--- src/sv/bqem_pkg.sv ---
// Shared types, constants and reference shape tables for the bilinear quad element map.
package bqem_pkg;

  localparam int FRAC_BITS  = 16;
  localparam int CONST_FRAC = 30;
  localparam int DIV_SHIFT  = CONST_FRAC - FRAC_BITS;
  localparam int QDEPTH     = 2;

  localparam logic signed [31:0] K_DP  = 32'sd423416739;
  localparam logic signed [31:0] K_DM  = 32'sd113454173;
  localparam logic signed [31:0] K_VPP = 32'sd667876507;
  localparam logic signed [31:0] K_VPM = 32'sd178956971;
  localparam logic signed [31:0] K_VMM = 32'sd47951376;

  localparam logic signed [31:0] SAT_MAX = 32'sh7fffffff;
  localparam logic signed [31:0] SAT_MIN = 32'sh80000000;

  typedef enum logic [1:0] {
    KIND_VAL,
    KIND_DX,
    KIND_DY
  } coef_kind_t;

  typedef struct packed {
    logic signed [31:0] corner0_x;
    logic signed [31:0] corner0_y;
    logic signed [31:0] corner1_x;
    logic signed [31:0] corner1_y;
    logic signed [31:0] corner2_x;
    logic signed [31:0] corner2_y;
    logic signed [31:0] corner3_x;
    logic signed [31:0] corner3_y;
  } in_t;

  typedef struct packed {
    logic [1:0]         gauss_index;
    logic [1:0]         basis_index;
    logic signed [31:0] point_x;
    logic signed [31:0] point_y;
    logic signed [31:0] jacobian_det;
    logic signed [31:0] deriv_x;
    logic signed [31:0] deriv_y;
    logic               degenerate;
    logic               last;
  } out_t;

  function automatic logic pos_x(input logic [1:0] i);
    return (i == 2'd1) || (i == 2'd2);
  endfunction

  function automatic logic pos_y(input logic [1:0] i);
    return i[1];
  endfunction

  function automatic logic signed [31:0] ref_coef(input coef_kind_t kind,
                                                  input logic [1:0] n,
                                                  input logic [1:0] g);
    logic sx;
    logic sy;
    logic signed [31:0] m;
    sx = pos_x(n) == pos_x(g);
    sy = pos_y(n) == pos_y(g);
    unique case (kind)
      KIND_VAL: begin
        if (sx && sy) m = K_VPP;
        else if (!sx && !sy) m = K_VMM;
        else m = K_VPM;
      end
      KIND_DX: begin
        m = sy ? K_DP : K_DM;
        if (!pos_x(n)) m = -m;
      end
      KIND_DY: begin
        m = sx ? K_DP : K_DM;
        if (!pos_y(n)) m = -m;
      end
      default: m = '0;
    endcase
    return m;
  endfunction

endpackage

--- src/sv/bqem_front.sv ---
// Input queue: accepts element beats and holds them for the back end.
module bqem_front (
  input  logic           clk,
  input  logic           rst,
  input  logic           start,
  output logic           busy,
  input  bqem_pkg::in_t  corners,
  output logic           q_valid,
  input  logic           q_pop,
  output bqem_pkg::in_t  q_data
);

  localparam int PW = $clog2(bqem_pkg::QDEPTH);
  localparam int CW = $clog2(bqem_pkg::QDEPTH + 1);

  bqem_pkg::in_t mem [bqem_pkg::QDEPTH];
  logic [PW-1:0] wr_ptr;
  logic [PW-1:0] rd_ptr;
  logic [CW-1:0] count;
  logic          push;
  logic          pop;

  assign busy    = count == CW'(bqem_pkg::QDEPTH);
  assign q_valid = count != '0;
  assign push    = start && !busy;
  assign pop     = q_pop && q_valid;
  assign q_data  = mem[rd_ptr];

  always_ff @(posedge clk) begin
    if (push) mem[wr_ptr] <= corners;
  end

  always_ff @(posedge clk) begin
    if (rst) begin
      wr_ptr <= '0;
      rd_ptr <= '0;
      count  <= '0;
    end else begin
      if (push) begin
        wr_ptr <= (wr_ptr == PW'(bqem_pkg::QDEPTH - 1)) ? '0 : wr_ptr + 1'b1;
      end
      if (pop) begin
        rd_ptr <= (rd_ptr == PW'(bqem_pkg::QDEPTH - 1)) ? '0 : rd_ptr + 1'b1;
      end
      count <= count + CW'(push) - CW'(pop);
    end
  end

endmodule

--- config.mk ---
export PLATFORM = sky130hd
export DESIGN_NAME = bqem_front
export DESIGN_NICKNAME = d
export VERILOG_FILES = /design/src/sv/bqem_pkg.sv /design/src/sv/bqem_front.sv
export SDC_FILE = /design/constraint.sdc
export NUM_CORES = 1
export LEC_CHECK = 0
export BUFFER_PORTS_ARGS = -buffer_cell sky130_fd_sc_hd__buf_2
export CORE_MARGIN = 4
export CORE_UTILIZATION = 35
export CTS_CLUSTER_DIAMETER = 30
export DETAILED_ROUTE_END_ITERATION = 8
export GPL_TIMING_DRIVEN = 0
export SLEW_MARGIN = 20
export SYNTH_ARGS = -nofsm -noshare
export SYNTH_HDL_FRONTEND = slang
export SYNTH_SLANG_ARGS = --single-unit
export TNS_END_PERCENT = 5
--- constraint.sdc ---
create_clock -name clk -period 20.1 [get_ports clk]
set_clock_uncertainty 0.2 [all_clocks]
set_input_delay 3.015 -clock clk [delete_from_list [all_inputs] [get_ports clk]]
set_output_delay 3.015 -clock clk [all_outputs]
set_load 0.02 [all_outputs]
== Word-level counts from Yosys, hierarchy flattened ==
Memory sizes are Yosys's and may differ from the RTL's. A register that Yosys moved wholly into a read port is not among the register bits.
Index checks and enable logic that the tools add are counted.

* Mux-type cells: 6
* Add/sub/neg operators: 4
* Equal/unequal tests: 1
* Reduce and logical (&&, ||, !) cells: 4

{| class="wikitable"
|+ Operator list
! operator !! number
|-
| two-way mux 1 bit || 6
|-
| adder 1 bit, second input constant || 2
|-
| adder 2 x 1 -> 2 bit || 1
|-
| == test 2 bit, second input constant || 1
|-
| logical AND 1 bit || 2
|-
| nonzero test 2 bit || 1
|-
| subtractor 2 x 1 -> 2 bit || 1
|-
| logical NOT 1 bit || 1
|}

* RAM bits: 512
* Flip-flop bits (word level): 4
* Memories: 1
* Logic and storage cells: 19
* Bits of input ports: 260
* Output and inout bits: 258

{| class="wikitable"
|+ Memories
! memory !! words !! width !! read ports !! clocked after memory_dff !! write ports !! line !! text
|-
| mem || 2 || 256 || 1 || 1 || 1 || bqem_front.sv:16 || <nowiki>bqem_pkg::in_t mem [bqem_pkg::QDEPTH];</nowiki>
|}

== Logic depth before layout (Yosys ltp) ==
Gate-level depths: netlist (run 1).

* Depth in word-level cells: 5
* Depth in mapped cells: 8
* Gate-level depth less buffers: 8

== Worst setup path before layout (run 1) ==
No wires, ideal clock.

* Path type: input port to flip-flop
* From: input start
* To: memory mem[1][0] in the netlist's numbering, enable pin
* Setup slack: 10353 ps
* Path buffers: 0
* Required time: 19249 ps
* Setup time: 651 ps
* Arrival time: 8896 ps
* Stages: 1
* Cells stage by stage: and3_1

* Word-level cells in the longest chain between the ends: 3

{| class="wikitable"
|+ RTL lines
! element !! line !! text
|-
| start: declaration || bqem_front.sv:5 || <nowiki>input logic start,</nowiki>
|-
| logical AND 1 bit || bqem_front.sv:25 || <nowiki>assign push = start && !busy;</nowiki>
|-
| two-way mux 1 bit || bqem_front.sv:30 || <nowiki>if (push) mem[wr_ptr] <= corners;</nowiki>
|-
| two-way mux 1 bit (not written as such) || bqem_front.sv:30 ||
|-
| end: declaration || bqem_front.sv:16 ||
|}

No other way between the ends.

==> results list, run 1 <==
- The run finished with clean final reports.
- Number of placement rows: 84
- All-Layer GR Usage: 0.1474
- The worst path in the final design needs a cycle of about 5.3 ns, including I/O delays and setup.
* Async set-reset flop share out of synthesis: 0
- The cell family contributing the most delay on the critical path is buffers and inverters.
* Total number of nets in the final design: 1718
* Post-route insts no fill: 2237
- Achievable frequency: 189.1 MHz
* Worst Hold Class: reg -> reg
* Number of port buffers: ~520
- After clock tree synthesis, the clock-pin slew on the worst setup and hold paths is 0.04 ns.
- For this run, the detailed router's first-pass iteration total came to 4.
* Global-route wire length before repair: 64450 um
- In this run the tightest slew margin relative to its limit is 0.5585.
* Number of buffers added by the clock tree synthesis step: 106
- Number of register bits inferred by synthesis: ~520
* Number of vias per cell: 4.542
- The congestion estimate from routability-driven global placement came to 0.7565.
- Max Cap Viol: 0
* Register area share after synthesis: 0.8232
- The hold violation count in the final report is 0.
- The number of antenna violations at the first check in global routing is 13.
* Dpl ws: around 15 ns
- In this run the vertical extent of the chip is 239.8 um.
* Number of sinks on the clock net: 517
- The clock passes through at most 3 buffers.
- The number of global-route vias before repair was approximately 11000.
- The largest individual stage delay along the critical path comes from the cell sky130_fd_sc_hd__dfxtp_1.
* Remaining number of nets flagged by the antenna check after routing: 0
- On the worst path, the slowest cell contributes a delay of 0.38 ns.
- Power spread over the standard cell area amounts to 157.5 nW/um^2.
- After clock tree synthesis, the flow added hold-fix buffers numbering 0.
- Library cells used by synthesis: 22
* Commonest cells after routing, fill and taps aside: sky130_fd_sc_hd__buf_2, sky130_fd_sc_hd__edfxtp_1, sky130_fd_sc_hd__mux2_2
- Synthesized area: 18800 um^2
* TritonCTS clock tree: yes
- FF-to-FF End: mem[1][82]
* Routed wire length per instance: 19.76 um
- Gates resized during post-CTS repair numbered 0.
* Layout area overhead: 38.59%
- The H-tree generated during clock tree synthesis spans 3 levels.
- Of the cells placed in the final design, the portion with a size suffix greater than 1 is 0.6293.
- Critical path cell sequence: buf_6 > buf_6 > mux2_2 > buf_2
* Unrepaired setup endpoints after global routing: false
- In this run the worst path has a maximum fanout of 10.
- Total stage count of the critical path: 4
- Setup slack on the worst reg-to-reg path comes out at 17.47 ns.
- Kind of start point of the critical path: flop
- Library cell appearing most often on the critical path: sky130_fd_sc_hd__buf_6
- For the pin with the worst max-slew slack, the measured transition is 0.6622 ns.
- Final setup slack of the worst path: 14.81 ns
- The die is 239.8 um wide.
* Final period utilization: 0.2631
* Floorplan Core Area: 52870 um^2
- Vias post-DR: 10160
- Cells after synthesis: 823
- The worst register-to-register path begins at count[0].
* Clock latency on the worst-skew pair: 0.61 ns
- Master cell of the clock root buffer: sky130_fd_sc_hd__clkbuf_16
* Wirelength, routed: 44210 um
- IR analysis of the VDD net gives a maximum drop of 0.1114 mV.
- For the worst flop-to-flop path, the logic depth is 6.
- The setup path with the least slack is of type reg -> out.
* Count of routing violations after the opening detailed-route iteration: 392
- Overflow left after global routing: 0
- Synth warn: 0
- Starting Density: 0.3556
- The most critical setup path has its endpoint at q_data[196].
- Synthesized Nets: 1085
* Top-level port count: 518
* Pin count of the biggest net entering global routing: 96
- Lkg Pwr: 9.845 nW
- Number of setup violations in the final report: 0
- Synth Flop Type: sky130_fd_sc_hd__edfxtp_1
- Number of enable flip-flop cells after synthesis: 512
- Cell count after placement: a little over 2000
* Critical path buffers and inverters: 3
- Number of buffers inserted by post-CTS setup repair: 0
* Final count of pins violating max slew: 0
- In the routed design, unresolved DRC markers number 0.
* Critical path data required time: 16.89 ns
- Setup total negative slack on the finished layout was measured at 0 ns.
- Arrival time reported for the critical path endpoint: 2.07 ns
* HPWL after detailed placement: ~30000 um
* Die Area: roughly 57000 um^2
* Crit path capture type: primary output
* Post-Syn Area per Cell: 22.84 um^2
- The library cell used most frequently in the layout, excluding fill and tap cells, is sky130_fd_sc_hd__buf_2.
state kept, by name (all words and copies together), names as in the netlist, named ones only:
| name | flops |
|---|---|
| count | 2 |
| mem | 512 |
| rd_ptr | 1 |
| wr_ptr | 1 |
layout make-up:
type / instances / area, um^2
Fill cell: 4439 / 26810
Sequential cell: 517 / 15470
Multi-Input combinational cell: 274 / 3008
Timing Repair Buffer: 525 / 2785
Clock buffer: 124 / 2720
Clock inverter: 71 / 860.8
Tap cell: 688 / 860.8
Buffer: 28 / 305.3
Inverter: 4 / 22.52
Antenna cell: 6 / 15.01
through the flow:
step           utilization  total power, W  hold WS, ns  area, um^2
2_1_floorplan            -        0.002107       0.2518       18800
3_3_place_gp        0.4208        0.002478       0.2731       22250
3_5_place_dp        0.4248        0.002429       0.2973       22460
4_1_cts             0.4925        0.004164       0.3031       26040
5_1_grt             0.4927        0.004279       0.3273       26050
6_report            0.4928        0.004103       0.3020       26050
synthesized netlist by cell type (2+ instances only):
cell type                  count  area (um^2)
sky130_fd_sc_hd__buf_6        26        292.8
sky130_fd_sc_hd__dfxtp_1       5        100.1
sky130_fd_sc_hd__edfxtp_1    512        15370
sky130_fd_sc_hd__ha_1          2        25.02
sky130_fd_sc_hd__inv_1         4        15.01
sky130_fd_sc_hd__mux2_2      256         2883
sky130_fd_sc_hd__nor2_1        3        11.26
worst min-delay path: cells and delay by family, from the launching register on:
family / cells / cell delay, ns
flip-flops: 1 / 0.31
AO/OA/AOI/OAI: 2 / 0.14
per-layer routing:
layer	routed length (um)	global-route usage	vias up	part of all wire
li1	-	-	4619	-
met1	15610	0.1542	5009	0.35
met2	22260	0.2535	411	0.50
met3	4966	0.07427	105	0.11
met4	1250	0.05770	16	0.028
met5	116	0	-	0.0026
how the worst min path moves through the flow:
stage | end | from | depth (start not counted)
3_5_place_dp | wr_ptr | wr_ptr | 2
3_3_place_gp | wr_ptr | wr_ptr | 2
5_1_grt | wr_ptr | wr_ptr | 2
6_report | wr_ptr | wr_ptr | 2
4_1_cts | wr_ptr | wr_ptr | 2
2_1_floorplan | wr_ptr | wr_ptr | 2
where the power goes:
group          switching (W)  internal [W]
logic               0.000600      0.000385
registers          0.0000313       0.00138
clock network       0.000545       0.00117
logic make-up (layout without fill, tap and decap cells):
group | count (synthesis) | in the layout | synth area share
AOI/OAI and AO/OA | 3 | 3 | 0.0009315
xor gates and xnor gates | 2 | 2 | 0.0009320
adders and majority gates | 2 | 2 | 0.001331
buffers and inverters | 32 | 752 | 0.01704
DFF | 517 | 517 | 0.8232
muxes | 256 | 256 | 0.1534
other | 0 | 6 | 0
and+or+nand+nor | 11 | 11 | 0.003196
Power figures use the tool's default switching activity.
==> run 2: changes to the inputs <==
clock period = 4.5 ns   (was 20.1 ns; I/O delays follow)
==> results list, run 2 (synthesis gave the netlist of run 1 again) <==
- Run status: finished, final reports clean
- TritonCTS clock tree: yes
- The net switching fraction of the power was 0.2907 (+0.004145).
- The number of I/O pins is 518 (unchanged).
- M1 GR Usage: 0.1730 (+0.01881)
- The routed via count came to 11000 (+8.3%).
* Number of port buffers: 517 (unchanged)
* All-Layer GR Usage: 0.1583 (+0.01095)
* Floorplan Core Area: 52870 um^2 (unchanged)
* Vert. Die Dim: 239.8 um (unchanged)
- Global-route wire length before repair: 69400 um (+7.7%)
- Register with the most flip-flops: mem
- Number of vias per cell: 4.480 (-1.4%)
- The floorplan die area is 57480 um^2 (unchanged).
* Crit path capture type: primary output
* Highest fanout seen on the critical path: 10 (unchanged)
* Achievable frequency: 332.1 MHz
- The headroom to the max-slew limit was 0.5000 (-0.05855).
- Max Cap Viol: 0 (unchanged)
* Drt drc: 0 (unchanged)
- The utilization of the core after routing is 0.5354 (+0.04255).
- Largest registers in the final layout: mem (512), count (2)
- The part of the power in combinational logic was 0.248 (+0.008).
- The deepest clock path buffer count is 3 (unchanged).
- The hold violation count in the final report came to 0 (unchanged).
- Final weighted congestion in routability-driven placement: 0.7502 (-0.83%)
- Count of routing violations after the opening detailed-route iteration: 405 (+3.3%)
* Number of setup violations in the final report: 0 (unchanged)
* Library cell appearing most often on the critical path: sky130_fd_sc_hd__buf_6
- The max-slew violation count was 0 (unchanged).
* Post-route worst hold slack: 0.05504 ns (-0.2469 ns)
- The sequential fraction of design power came to 0.340 (-0.003).
* Clock input transition at the sequential cells of the worst setup and hold paths: 0.05 ns (about the same)
* Critical path cell sequence: buf_6 > buf_6 > mux2_2 > buf_2
- The detail-routed net length per standard cell is 19.26 um (-2.5%).
* Wirelength, routed: 47300 um (+7.0%)
- The required time of the critical path is 3.62 ns (-13.27 ns).
- The critical path data arrival time was 2.14 ns (+0.07 ns).
* Layout area overhead: 50.56%
- The final instance count without filler cells was 2456 (+9.8%).
* Met2 track demand over resource in global routing: 0.2800 (+0.02651)
- Length of the first detailed-routing pass in iterations: 4 (unchanged)
- The portion of total power attributed to the clock network is 0.412 (-0.005).
- The layout cell share with drive strength beyond 1 is 0.5524 (-0.07689).
* Max H-tree Level: 3 (unchanged)
- Net switching power: 0.005380 W (+360%)
* HPWL after detailed placement: 31360 um (+3.6%)
- The row count was 84 (unchanged).
* Global-route layer with the greatest usage: met2
- The library cells used most frequently in the layout, excluding fill and tap cells, are sky130_fd_sc_hd__buf_2, sky130_fd_sc_hd__edfxtp_1, sky130_fd_sc_hd__mux2_2.
- The worst hold path belongs to the class in -> reg.
- Number of buffers added by the clock tree synthesis step: 107 (+0.94%)
* Flip-flop count of the largest register, all copies and words added: 512 (unchanged)
- The count of buffer and inverter cells on the critical path was 3 (unchanged).
- Top cell family by delay on the critical path: buffers and inverters
* Final period demand of the worst path: 3.011 ns
- Master cell of the clock root buffer: sky130_fd_sc_hd__clkbuf_16
- The peak supply drop came to 0.4742 mV (+330%).
- The worst setup path is of the reg -> out kind.
- The pin slew with the least headroom to its limit is 0.7501 ns (+0.08782 ns).
- Antenna violations before repair: 6 (-7)
* Clock latency on the worst-skew pair: 0.62 ns (about the same)
* Overflow left after global routing: 0 (unchanged)
* Remaining number of nets flagged by the antenna check after routing: 0 (unchanged)
* PD cells: 653.9 nW/um^2 (+320%)
- The pin count of the biggest net entering global routing came to 94 (-2.1%).
- Dividing the final minimum period by the clock period gives 0.6691.
- Setup repair after global routing left no endpoint under its margin.
- Largest stage delay on the critical path: 0.42 ns (+0.04 ns)
* Total number of nets in the final design: 1945 (+13%)
- Global-route met3 utilization: 0.06195 (-0.01232)
- Cell count after placement: 2036 (unchanged)
- For this design, the slowest cell found on the critical path is sky130_fd_sc_hd__mux2_2.
- Lkg Pwr: 10.80 nW (+9.7%)
* Kind of start point of the critical path: flop
- Vias in the first global route: 12000 (+8.4%)
- Internal Dissipation: 0.01313 W (+350%)
* Starting Density: 0.3556 (unchanged)
- Leaving out fill and tap cells, the most frequent cell in the layout is sky130_fd_sc_hd__buf_2.
- Die boundary width: 239.8 um (unchanged)
* Number of sinks on the clock net: 517 (unchanged)
[run 2: changes by cell type in the layout (fill, tap and decap cells not counted), moves of 2 or more]
cell	previous run	this run
sky130_fd_sc_hd__bufinv_16	16	14
sky130_fd_sc_hd__inv_16	0	3
sky130_fd_sc_hd__dlygate4sd3_1	0	226
sky130_fd_sc_hd__clkinv_2	14	20
sky130_fd_sc_hd__clkbuf_1	18	10
sky130_fd_sc_hd__diode_2	6	3
sky130_fd_sc_hd__inv_6	4	0
[run 2: final cells by class]
cell class / instances / area [um^2]
diodes: 3 / 7.507
plain buffers: 28 / 305.3
clock buffers: 117 / 2715
clock inverters: 74 / 868.3
fillers: 4241 / 24560
inverters: 4 / 22.52
multi-input cells: 274 / 3008
flip-flops and latches: 517 / 15470
well taps: 688 / 860.8
repair buffers: 751 / 5040
[run 2: repair_timing]
action,in CTS,in global routing
hold buffers,226,0
hold endpoints to repair,444,0
setup buffers,0,0
resized for setup,0,0
[run 2: worst paths after layout]
check | cells after the start | slack (ns) | startpoint | endpoint
max reg2reg | 6 | 1.69 | count[0] | mem[1][169]
min reg2reg | 2 | 0.32 | rd_ptr | rd_ptr
max | 4 | 1.49 | flop | q_data[70]
min | 1 | 0.06 | corners[82] | mem[1][82]
[run 2: metrics by stage]
step	total power (W)	instance area, um^2	worst slack [ns]	setup TNS (ns)
global placement	0.01086	22250	-5.714	-1960.90
CTS	0.01876	28290	1.377	0
finish	0.01851	28300	1.489	0
detailed placement	0.01088	22450	1.347	0
floorplan	0.009371	18800	-2.321	-594.18
global route	0.01926	28300	1.370	0
[run 2: routing by layer]
| layer | routed length, um | vias to the layer above |
|---|---|---|
| li1 | - | 5062 |
| met1 | 17230 | 5417 |
| met2 | 24610 | 425 |
| met3 | 4275 | 92 |
| met4 | 1138 | 8 |
| met5 | 48 | - |
[run 2: power groups by stage]
stage          Combinational, W  Sequential, W  Clock, W
2_1_floorplan           0.00288        0.00649         0
3_3_place_gp            0.00430        0.00656         0
3_5_place_dp            0.00450        0.00638         0
4_1_cts                 0.00469        0.00630   0.00777
5_1_grt                 0.00489        0.00634   0.00803
6_report                0.00460        0.00629   0.00762
==> run 3: changes to the inputs <==
ABC_AREA = 1   (was not set)
clock period = 2.7 ns   (was 4.5 ns; I/O delays follow)
==> results list, run 3 <==
- The critical path ends at q_data[31].
- Final Hold Viols: 0 (unchanged)
- Among all flip-flop cells after synthesis, the most frequent one is sky130_fd_sc_hd__edfxtp_1.
- Beginning of the worst register-to-register path: count[0]
* M1 GR Usage: 0.1816 (+0.008570)
* Global-route layer with the greatest usage: met2
* Commonest cells post-synth: sky130_fd_sc_hd__edfxtp_1, sky130_fd_sc_hd__mux2_2, sky130_fd_sc_hd__buf_6
- By area the synthesized netlist is led by sky130_fd_sc_hd__edfxtp_1, sky130_fd_sc_hd__mux2_2, sky130_fd_sc_hd__buf_6.
- The total track usage came to 0.1631 (+0.004814).
* Starting Density: 0.3559 (about the same)
- Crit path capture type: primary output
- Critical path data required time: 2.10 ns (-1.52 ns)
* Non-Filler Cell Area, Final: 28890 um^2 (+2.1%)
- The final worst-path setup slack was 0.1057 ns (-1.383 ns).
- The number of clock buffers inserted by TritonCTS is 106 (-0.93%).
* Area leader, netlist: sky130_fd_sc_hd__edfxtp_1
- Leaving out fill and tap cells, the most frequent cell in the layout is sky130_fd_sc_hd__buf_2.
* Worst-Margin Slew: 0.3262 ns (-0.4238 ns)
- Vert. Die Dim: 239.9 um (about the same)
* Met2 track demand over resource in global routing: 0.2888 (+0.008807)
- The worst setup path is launched from a flop.
- Commonest cells after routing, fill and taps aside: sky130_fd_sc_hd__buf_2, sky130_fd_sc_hd__edfxtp_1, sky130_fd_sc_hd__dlygate4sd3_1
* Portion of synthesized cell area occupied by the leading cell type: 0.8172 (about the same)
- Flip-flop count of the largest register, all copies and words added: 512 (unchanged)
* Post-layout utilization of the core: 0.5465 (+0.01110)
* Critical path cell sequence: buf_8 > buf_6 > mux2_2 > buf_2
- HPWL after detailed placement: 32830 um (+4.7%)
- The kind of cell with the highest combined delay along the critical path is buffers and inverters.
- Compared with the post-synthesis result, the final layout area differs by 53.55%.
- The count of synthesis-stage warnings from yosys was 0 (unchanged).
* Final setup TNS: 0 ns (unchanged)
* Max Cap Viol: 0 (unchanged)
- Number of register bits inferred by synthesis: 517 (unchanged)
* PD cells: 1029 nW/um^2 (+57%)
* Number of vias per cell: 4.487 (+0.15%)
* Number of enable flip-flop cells after synthesis: 512 (unchanged)
* Length of the first detailed-routing pass in iterations: 4 (unchanged)
- The layout filler cell count was 4154 (-2.1%).
* Unrepaired setup endpoints after global routing: true
- The clock transition at the registers of the reported paths was 0.05 ns (about the same).
- Final count of pins violating max slew: 0 (unchanged)
- The floorplan die area came to 57530 um^2 (about the same).
* Clock latency on the worst-skew pair: 0.61 ns (about the same)
* Top-level port count: 518 (unchanged)
- The number of nets in the finished design came to 2006 (+3.1%).
- Number of port buffers: 517 (unchanged)
- Vias post-DR: 11320 (+2.8%)
- The worst setup path is of the reg -> out kind.
- The setup slack after placement is -0.2752 ns (-1.622 ns).
* Global-route wire length before repair: 71820 um (+3.5%)
* TritonCTS clock tree: yes
- Overflow left after global routing: 0 (unchanged)
- The cell area after placement is 22810 um^2 (+1.6%).
- Synthesized Nets: 1097 (+1.1%)
- The register with the most flip-flops in the final layout is mem.
- Share of post-route cells with drive strength above 1: 0.5473 (-0.005114)
* Largest registers in the final layout: mem (512), count (2)
* Arrival time reported for the critical path endpoint: 1.99 ns (-0.15 ns)
- Number of setup violations in the final report: 0 (unchanged)
* Floorplan Core Area: 52870 um^2 (unchanged)
- The detailed-route wire length is 48750 um (+3.1%).
* Final period utilization: 0.9609
* Lkg Pwr: 11.05 nW (+2.3%)
* Synthesized area: 18810 um^2 (about the same)
* Most repeated cell in the gate-level netlist after synthesis: sky130_fd_sc_hd__edfxtp_1
* Register area share after synthesis: 0.8225 (about the same)
* Number of sinks on the clock net: 517 (unchanged)
* Max transition margin: 0.7825 (+0.2826)
* Remaining number of nets flagged by the antenna check after routing: 0 (unchanged)
- Pin count of the biggest net entering global routing: 33 (-65%)
- Worst Hold Class: reg -> reg
- The number of global-route vias before repair was 12600 (+5.0%).
* Master cell of the clock root buffer: sky130_fd_sc_hd__clkbuf_16
- Global-route met3 utilization: 0.05953 (-0.002414)
- Antenna violations before repair: 5 (-1)
- The maximum fanout along the worst path is 10 (unchanged).
* Largest stage delay on the critical path: 0.39 ns (-0.03 ns)
- The cell count after synthesis is 835 (+1.5%).
* Die boundary width: 239.9 um (about the same)
- Library cells used by synthesis: 12 (-45%)
- The share of synthesized flip-flops with an asynchronous set or reset is 0 (unchanged).
- Max stage delay cell, worst path: sky130_fd_sc_hd__dfxtp_2
- The number of DRC violations after detailed-routing iteration 0 is 358 (-12%).
- Routed wire length per instance: 19.33 um (+0.36%)
* Achievable frequency: 385.5 MHz
- The worst reg-to-reg setup slack was 0.28 ns (-1.41 ns).
- Run status: finished, final reports clean
- Final weighted congestion in routability-driven placement: 0.7498 (about the same)
- The synthesized area per cell is 22.53 um^2 (-1.4%).
- Largest vdd supply drop: 0.7652 mV (+61%)
* Length in cells of the worst reg-to-reg path: 9 (+3)
* Drt drc: 0 (unchanged)
- FF-to-FF End: mem[0][187]
* Max H-tree Level: 3 (unchanged)
- For the finished layout, the period the worst path requires is 2.594 ns.
* Post-route worst hold slack: 0.3072 ns (+0.2522 ns)
- The row count came to 84 (unchanged).
- Total stage count of the critical path: 4 (unchanged)
- The deepest clock path buffer count is 3 (unchanged).
- Critical path buffers and inverters: 3 (unchanged)
[run 3: final cells by class]
cell class              instances  area, um^2  area share
diodes                          5       12.51   0.0004331
plain buffers                  28       325.3     0.01126
clock buffers                 121        2730     0.09450
clock inverters                72       703.2     0.02434
inverters                      10       41.29    0.001429
multi-input cells             280        3019      0.1045
flip-flops and latches        517       15480      0.5358
well taps                     688       860.8     0.02980
repair buffers                801        5718      0.1979
[run 3: cells by family after synthesis]
family                     Yosys count  synth area share
adders and majority gates            2          0.001330
and+or+nand+nor                     20          0.004189
muxes                              256            0.1532
buffers and inverters               38           0.01822
AOI/OAI and AO/OA                    2         0.0005320
DFF                                517            0.8225
[run 3: timing repair]
action / in CTS / in global routing
hold endpoints to repair: 517 / 0
pin swaps: 1 / 0
gates resized for setup: 0 / 6
setup buffers: 1 / 2
cloned: 0 / 0
hold buffers: 259 / 0
setup endpoints to repair: 131 / 206
[run 3: where the power goes]
group / internal [W] / switching [W] / total, W / leakage [nW]
Sequential: 0.0102 / 0.000247 / 0.0104 / 4.83
Clock: 0.00816 / 0.00408 / 0.0122 / 1.65
Combinational: 0.00294 / 0.00411 / 0.00706 / 4.58
[run 3: per-stage QoR]
step / total power, W / instances
finish: 0.02973 / 2522
CTS: 0.03006 / 2515
global route: 0.03098 / 2519
global placement: 0.01719 / 2040
floorplan: 0.01482 / 835
detailed placement: 0.01736 / 2062
[run 3: metal layers]
metal | share of wire | wire length (um)
met5 | 0.00055 | 27
met4 | 0.023 | 1109
met3 | 0.087 | 4245
met2 | 0.52 | 25250
met1 | 0.37 | 18110
[run 3: worst min path at each step]
stage | startpoint | to | slack [ns] | cells after the start
global placement | rd_ptr | rd_ptr | 0.29 | 2
finish | rd_ptr | rd_ptr | 0.31 | 2
detailed placement | rd_ptr | rd_ptr | 0.30 | 2
floorplan | rd_ptr | flop | 0.27 | 2
CTS | corners[36] | mem[1][36] | 0.25 | 2
global route | corners[154] | mem[1][154] | 0.27 | 2
[run 3: worst reg2reg max path: stages (launching register included)]
cell	delay, ns
sky130_fd_sc_hd__dfxtp_2	0.34
sky130_fd_sc_hd__inv_2	0.06
sky130_fd_sc_hd__nand2_4	0.08
sky130_fd_sc_hd__nand2_2	0.09
sky130_fd_sc_hd__nor2_4	0.15
sky130_fd_sc_hd__buf_4	0.31
sky130_fd_sc_hd__buf_16	0.22
sky130_fd_sc_hd__buf_12	0.21
sky130_fd_sc_hd__buf_12	0.22
sky130_fd_sc_hd__buf_16	0.22
